### config.mk
export PLATFORM = sky130hd
export DESIGN_NAME = fast_hash64_engine_top
export DESIGN_NICKNAME = d
export VERILOG_FILES = /design/src/rtl/core/fh64_pkg.sv /design/src/rtl/core/fast_hash64_engine_top.sv /design/src/rtl/core/fh64_mul.sv
export SDC_FILE = /design/constraint.sdc
export NUM_CORES = 2
export LEC_CHECK = 0
export BUFFER_PORTS_ARGS = -buffer_cell sky130_fd_sc_hd__buf_4
export CAP_MARGIN = 20
export CORE_UTILIZATION = 55
export CTS_BUF_LIST = sky130_fd_sc_hd__clkbuf_16
export DETAILED_ROUTE_END_ITERATION = 12
export HOLD_SLACK_MARGIN = 0.02
export PLACE_DENSITY = 0.73
export RECOVER_POWER = 25
export SLEW_MARGIN = 25
export SYNTH_ARGS = -nofsm -noshare
export SYNTH_HDL_FRONTEND = slang
export SYNTH_SLANG_ARGS = --single-unit
### constraint.sdc
create_clock -name clk -period 16.3 [get_ports clk]
set_clock_uncertainty 0.05 [all_clocks]
set_input_delay 0.815 -clock clk [delete_from_list [all_inputs] [get_ports clk]]
set_output_delay 0.815 -clock clk [all_outputs]
set_load 0.02 [all_outputs]
### src/rtl/core/fh64_pkg.sv
`default_nettype none

package fh64_pkg;

  localparam logic [63:0] FH_MULT = 64'h880355f21e6d1965;
  localparam logic [63:0] FH_MIXK = 64'h2127599bf4325c37;
  localparam int unsigned MIX_SHIFT_A = 23;
  localparam int unsigned MIX_SHIFT_B = 47;

  // Request to the shared multiplier: start is a one-cycle pulse, a and b
  // are held until the next start.
  typedef struct packed {
    logic        start;
    logic [63:0] a;
    logic [63:0] b;
  } fh64_mul_req_t;

  typedef struct packed {
    logic        done;
    logic [63:0] prod;
  } fh64_mul_rsp_t;

endpackage

`default_nettype wire

### src/rtl/core/fast_hash64_engine_top.sv
`default_nettype none

// Streaming fasthash64 engine. A message enters as little-endian 64-bit
// words, one item per word; total_len is taken from the first word of each
// message and last_word closes it and produces one hash_value item. Every
// 64-bit multiply runs on one shared 32x32 multiplier over three steps. A middle
// word takes two multiplies from acceptance to the next acceptance, a first word
// with a nonzero length also takes the length multiply first, and a last word
// adds the final avalanche multiply and then loads the output register. The
// finished hash waits in the output register while the next message is already
// being taken in. hash_seed is sampled when the first word of a message is
// processed.
module fast_hash64_engine_top
  import fh64_pkg::*;
(
  input  wire logic        clk,
  input  wire logic        rst,
  input  wire logic        in_valid,
  output logic             in_ready,
  input  wire logic [63:0] data_word,
  input  wire logic [31:0] total_len,
  input  wire logic        last_word,
  output logic             out_valid,
  input  wire logic        out_ready,
  output logic [63:0]      hash_value,
  input  wire logic        cfg_wr_en,
  input  wire logic [63:0] cfg_wr_data
);

  typedef enum logic [2:0] {
    IDLE,
    INIT_WAIT,
    MIX_WAIT,
    HASH_WAIT,
    FIN_WAIT,
    EMIT
  } state_t;

  state_t        state;
  logic [63:0]   hash_seed;
  logic [63:0]   running_hash;
  logic          in_message;
  logic [2:0]    tail_bytes;
  logic [63:0]   word_r;
  logic          last_r;
  logic          mix_r;
  logic [63:0]   result;
  fh64_mul_req_t mul_req;
  fh64_mul_rsp_t mul_rsp;

  logic [2:0]    tail_sel;
  logic [2:0]    tail_inv;
  logic [63:0]   word_masked;
  logic [63:0]   init_hash;
  logic [63:0]   mixed_word;

  function automatic logic [63:0] xs23(input logic [63:0] x);
    return x ^ (x >> MIX_SHIFT_A);
  endfunction

  function automatic logic [63:0] xs47(input logic [63:0] x);
    return x ^ (x >> MIX_SHIFT_B);
  endfunction

  fh64_mul u_mul (
    .clk (clk),
    .rst (rst),
    .req (mul_req),
    .rsp (mul_rsp)
  );

  // On a last word with a partial tail, only the low tail bytes survive.
  always_comb begin
    tail_sel    = in_message ? tail_bytes : total_len[2:0];
    tail_inv    = 3'd0 - tail_sel;
    word_masked = data_word;
    if (last_word && (tail_sel != 3'd0)) begin
      word_masked = data_word & ({64{1'b1}} >> {tail_inv, 3'b000});
    end
    init_hash  = mul_rsp.prod ^ hash_seed;
    mixed_word = xs47(mul_rsp.prod);
  end

  assign in_ready = (state == IDLE);

  always_ff @(posedge clk) begin
    if (rst) begin
      hash_seed <= 64'd0;
    end else if (cfg_wr_en) begin
      hash_seed <= cfg_wr_data;
    end
  end

  always_ff @(posedge clk) begin
    if (rst) begin
      state         <= IDLE;
      running_hash  <= 64'd0;
      in_message    <= 1'b0;
      tail_bytes    <= 3'd0;
      out_valid     <= 1'b0;
      mul_req.start <= 1'b0;
    end else begin
      if ((state == EMIT) && (!out_valid || out_ready)) begin
        out_valid <= 1'b1;
      end else if (out_ready) begin
        out_valid <= 1'b0;
      end
      case (state)
        IDLE: begin
          mul_req.start <= in_valid;
          if (in_valid) begin
            word_r <= word_masked;
            last_r <= last_word;
            mix_r  <= in_message || (total_len != 32'd0);
            if (!in_message) begin
              tail_bytes <= total_len[2:0];
              mul_req.a  <= {32'd0, total_len};
              mul_req.b  <= FH_MULT;
              state      <= INIT_WAIT;
            end else begin
              mul_req.a <= xs23(word_masked);
              mul_req.b <= FH_MIXK;
              state     <= MIX_WAIT;
            end
          end
        end
        INIT_WAIT: begin
          mul_req.start <= mul_rsp.done && (mix_r || last_r);
          if (mul_rsp.done) begin
            if (mix_r) begin
              in_message   <= 1'b1;
              running_hash <= init_hash;
              mul_req.a    <= xs23(word_r);
              mul_req.b    <= FH_MIXK;
              state        <= MIX_WAIT;
            end else if (last_r) begin
              // A zero-length message goes straight to the avalanche.
              mul_req.a    <= xs23(init_hash);
              mul_req.b    <= FH_MIXK;
              in_message   <= 1'b0;
              tail_bytes   <= 3'd0;
              running_hash <= 64'd0;
              state        <= FIN_WAIT;
            end else begin
              in_message   <= 1'b1;
              running_hash <= init_hash;
              state        <= IDLE;
            end
          end
        end
        MIX_WAIT: begin
          mul_req.start <= mul_rsp.done;
          if (mul_rsp.done) begin
            mul_req.a <= running_hash ^ mixed_word;
            mul_req.b <= FH_MULT;
            state     <= HASH_WAIT;
          end
        end
        HASH_WAIT: begin
          mul_req.start <= mul_rsp.done && last_r;
          if (mul_rsp.done) begin
            if (last_r) begin
              mul_req.a    <= xs23(mul_rsp.prod);
              mul_req.b    <= FH_MIXK;
              in_message   <= 1'b0;
              tail_bytes   <= 3'd0;
              running_hash <= 64'd0;
              state        <= FIN_WAIT;
            end else begin
              running_hash <= mul_rsp.prod;
              state        <= IDLE;
            end
          end
        end
        FIN_WAIT: begin
          mul_req.start <= 1'b0;
          if (mul_rsp.done) begin
            result <= mixed_word;
            state  <= EMIT;
          end
        end
        EMIT: begin
          mul_req.start <= 1'b0;
          if (!out_valid || out_ready) begin
            hash_value <= result;
            state      <= IDLE;
          end
        end
        default: begin
          mul_req.start <= 1'b0;
          state         <= IDLE;
        end
      endcase
    end
  end

endmodule

`default_nettype wire

### src/rtl/core/fh64_mul.sv
`default_nettype none

module fh64_mul
  import fh64_pkg::*;
(
  input  wire logic          clk,
  input  wire logic          rst,
  input  wire fh64_mul_req_t req,
  output fh64_mul_rsp_t      rsp
);

  localparam logic [1:0] LastStep = 2'd2;

  logic [1:0]  step;
  logic        busy;
  logic [63:0] acc;
  logic        done;

  logic [1:0]  sel;
  logic [31:0] op_x;
  logic [31:0] op_y;
  logic [63:0] prod;
  logic [63:0] partial;

  // Low 64 bits of a 64x64 product from three 32x32 products: the low
  // cross terms land at bit 32, the high-by-high term falls off the top.
  always_comb begin
    sel     = req.start ? 2'd0 : step;
    op_x    = (sel == LastStep) ? req.a[63:32] : req.a[31:0];
    op_y    = (sel == 2'd1) ? req.b[63:32] : req.b[31:0];
    prod    = {32'b0, op_x} * {32'b0, op_y};
    partial = (sel == 2'd0) ? prod : {prod[31:0], 32'b0};
  end

  always_ff @(posedge clk) begin
    if (rst) begin
      step <= 2'd0;
      busy <= 1'b0;
      done <= 1'b0;
    end else begin
      done <= !req.start && busy && (step == LastStep);
      if (req.start) begin
        acc  <= partial;
        step <= 2'd1;
        busy <= 1'b1;
      end else if (busy) begin
        acc  <= acc + partial;
        step <= step + 2'd1;
        if (step == LastStep) begin
          busy <= 1'b0;
        end
      end
    end
  end

  assign rsp.done = done;
  assign rsp.prod = acc;

endmodule

`default_nettype wire

==> results.json <==
{
  "worst_pin_slew_ns": 2.80,
  "grt_max_degree": 66,
  "synth_compound_area_frac": 0.105,
  "cp-start-kind": "flip-flop",
  "wire_per_inst_um": 30.5,
  "whs_endpoint": "word_r[4]",
  "cp_data_arrival_time_ns": 14.28,
  "rsz0062_at_grt": "false",
  "crit_start": "mul_req[128]",
  "crit_path_frequent_cell": "fa_1",
  "rr_endpoint": "u_mul.acc[63]",
  "cts_root_buf": "clkbuf_16",
  "dp_hpwl_um": 180000,
  "fillers": 8584,
  "yosysSeqAreaShare": 0.230,
  "drt_iter0_markers": 6211,
  "initial_core_util": 0.554,
  "cts_inserted_buffers": 45,
  "rrSetupSlack_ns": 2.31,
  "synth_cell_types": 78,
  "hold_class": "input port to flip-flop",
  "dieArea_sq_um": 100000,
  "hp-start": "data_word[4]",
  "async_flop_share": 0,
  "synth_edf_count": 324,
  "cts_buffer_depth": 3,
  "synth_xor_area_frac": 0.0584,
  "post_synth.cell_area_avg_sq_um": 9.67,
  "yosys_warnings": 0,
  "crit_type": "flip-flop to flip-flop",
  "overflow": 0,
  "min_period_ns": 13.99,
  "synth_mux_area_frac": 0.0282,
  "status": "finished with violations",
  "violations": "max-capacitance violations, max-slew violations",
  "synth-seq-cells": 465,
  "areaGrowthSynthToFinish_pct": 8.37,
  "ant_nets": 0,
  "worstPathMaxFanout": 60,
  "insertion_delay_ns": 0.62,
  "required_ns": 16.60,
  "synth_flop_cell": "edfxtp_1",
  "cts_tree": "done",
  "track_usage": 0.434,
  "synth_area_sq_um": 54500,
  "nets": 7139,
  "ctsResizeCount": 0,
  "grt_pass1_wl_um": 306000,
  "r2r_start": "mul_req[128]",
  "drc": 0,
  "final-setup-viol-count": 0,
  "end_kind": "flip-flop",
  "cap_viol_max_count": 2,
  "max_freq_ghz": 0.0715,
  "num_rows": 115,
  "slew_viol_final": 86,
  "synth_top_cell_by_area": "fa_1",
  "cts.sinks": 465,
  "num_io_pins": 232,
  "synthSimpleGateAreaFrac": 0.107,
  "dr.pass1.iters": 10,
  "slew-limit-headroom": -0.867,
  "holdBufCountCts": 0,
  "port-buffer-count": 231,
  "synth_fa_ha_area_frac": 0.385,
  "cp_slowest_stage_delay_ns": 0.86,
  "r2r_cells": 39,
  "cp_slowest_cell": "mux2i_2",
  "ctsHtreeMaxLevel": 2,
  "viasPerCell": 6.16,
  "finalHoldViolations": 0,
  "path_clk_slew_ns": 0.07,
  "synth_top_area_frac": 0.280,
  "hold_path_depth": 1,
  "core_sq_um": 98300,
  "yosys-top-cells-area": "fa_1 28%, edfxtp_1 18%, ha_1 10%",
  "drive_above_1_share": 0.0715,
  "die_y_um": 317,
  "min_period_over_period": 0.858,
  "vias": 43600,
  "grt_antenna_before_repair": 14,
  "die_x_um": 317,
  "grt_pass1_vias": 42800,
  "finalSetupTns_ns": 0,
  "synthesis.instances": 5631,
  "synth_top_family_by_area": "adder cells",
  "gp_congestion": 1.06,
  "cts_setup_buffers": 0,
  "routed_wl_um": 216000
}
[logic make-up (layout without fill, tap and decap cells)]
kind of cell / count (synthesis) / count (layout)
AND/OR/NAND/NOR: 1328 / 1328
adder cells (fa/ha/maj): 1217 / 1217
multiplexers: 150 / 150
buffers and inverters: 1257 / 1418
flip-flops: 465 / 465
other: 1 / 5
AO/OA/AOI/OAI: 850 / 850
XOR/XNOR: 363 / 363
[worst max path at each step]
stage                     to  cells past startpoint
4_1_cts        u_mul.acc[63]                     38
3_3_place_gp   u_mul.acc[63]                     39
6_report       u_mul.acc[63]                     39
2_1_floorplan   mul_req[100]                      6
3_5_place_dp   u_mul.acc[63]                     38
5_1_grt        u_mul.acc[63]                     38
[flip-flops by register name, indices dropped and copies added (netlist names), 2 cells and up]
name          count
hash_seed        64
hash_value       64
mul_req          67
result           64
running_hash     64
state             3
tail_bytes        3
u_mul.acc        64
u_mul.step        2
word_r           64
[stage by stage]
stage / hold slack [ns] / area, sq um / setup slack, ns / instances / utilization
after floorplan: 0.350 / 54500 / 3.85 / 5632 / -
after global placement: 0.351 / 57600 / 2.37 / 6991 / 0.586
after detailed placement: 0.355 / 57600 / 2.60 / 6991 / 0.586
after CTS: 0.328 / 59200 / 2.54 / 7075 / 0.602
after global routing: 0.362 / 59000 / 1.82 / 7080 / 0.601
final: 0.369 / 59000 / 2.31 / 7083 / 0.601
[cells in the mapped netlist, drive strengths merged, types with 63 or more instances]
library cell and count:
dfxtp 141, nand3 63, o21ai 232, a221oi 71, clkbuf 184, inv 1030
a21oi 184, nor3 86, xnor2 148, nand2 534, nor2 424, edfxtp 324
a21o 92, ha 454, mux2i 124, xor2 215, fa 763
[metal layers]
layer,GRT usage,wire length (um)
met2,0.622,91100
met1,0.613,87300
met3,0.130,26900
met5,0.0128,268
met4,0.171,10300
[layout make-up]
class,count,area [sq um],share of cell area
Multi-Input combinational cell,3910,37300,0.633
Sequential cell,465,12600,0.213
Inverter,1031,3870,0.0656
Timing Repair Buffer,303,2090,0.0354
Tap cell,1287,1610,0.0273
Clock buffer,45,1130,0.0191
Clock inverter,39,433,0.00733
Antenna cell,3,7.51,0.000127
[critical path: cells and delay by family (launching register included)]
kind                       cells  cell delay [ns]
and+or+nand+nor                9             2.37
muxes                          2             1.15
DFF                            1             0.31
xor gates and xnor gates       2             0.28
buffers and inverters          7             1.75
adders and majority gates     10             5.10
AOI/OAI and AO/OA              9             2.68
[cells in the final DEF, fill, tap and decap left out, drive strengths merged, types with 14 or more instances in the layout]
cell type	Yosys	final
xor2	215	215
nor2b	21	21
o21ai	232	232
o211ai	32	32
xnor2	148	148
nand2b	15	15
a21o	92	92
clkbuf	184	95
and2	57	57
nand4	35	35
clkinv	1	15
nand2	534	534
edfxtp	324	324
o21a	20	20
a221o	27	27
ha	454	454
a222oi	32	32
nand3	63	63
and3	18	18
o21bai	23	23
nor4	15	15
inv	1030	1046
nor2	424	424
mux2	26	26
dfxtp	141	141
nor3	86	86
a31oi	17	17
buf	42	253
nand3b	24	24
o31ai	14	14
a21oi	184	184
a211oi	26	26
a221oi	71	71
fa	763	763
mux2i	124	124
Power is left out: the tool's default activity adds up to more than one toggle a clock period on the data nets, which glitch-free logic cannot reach.
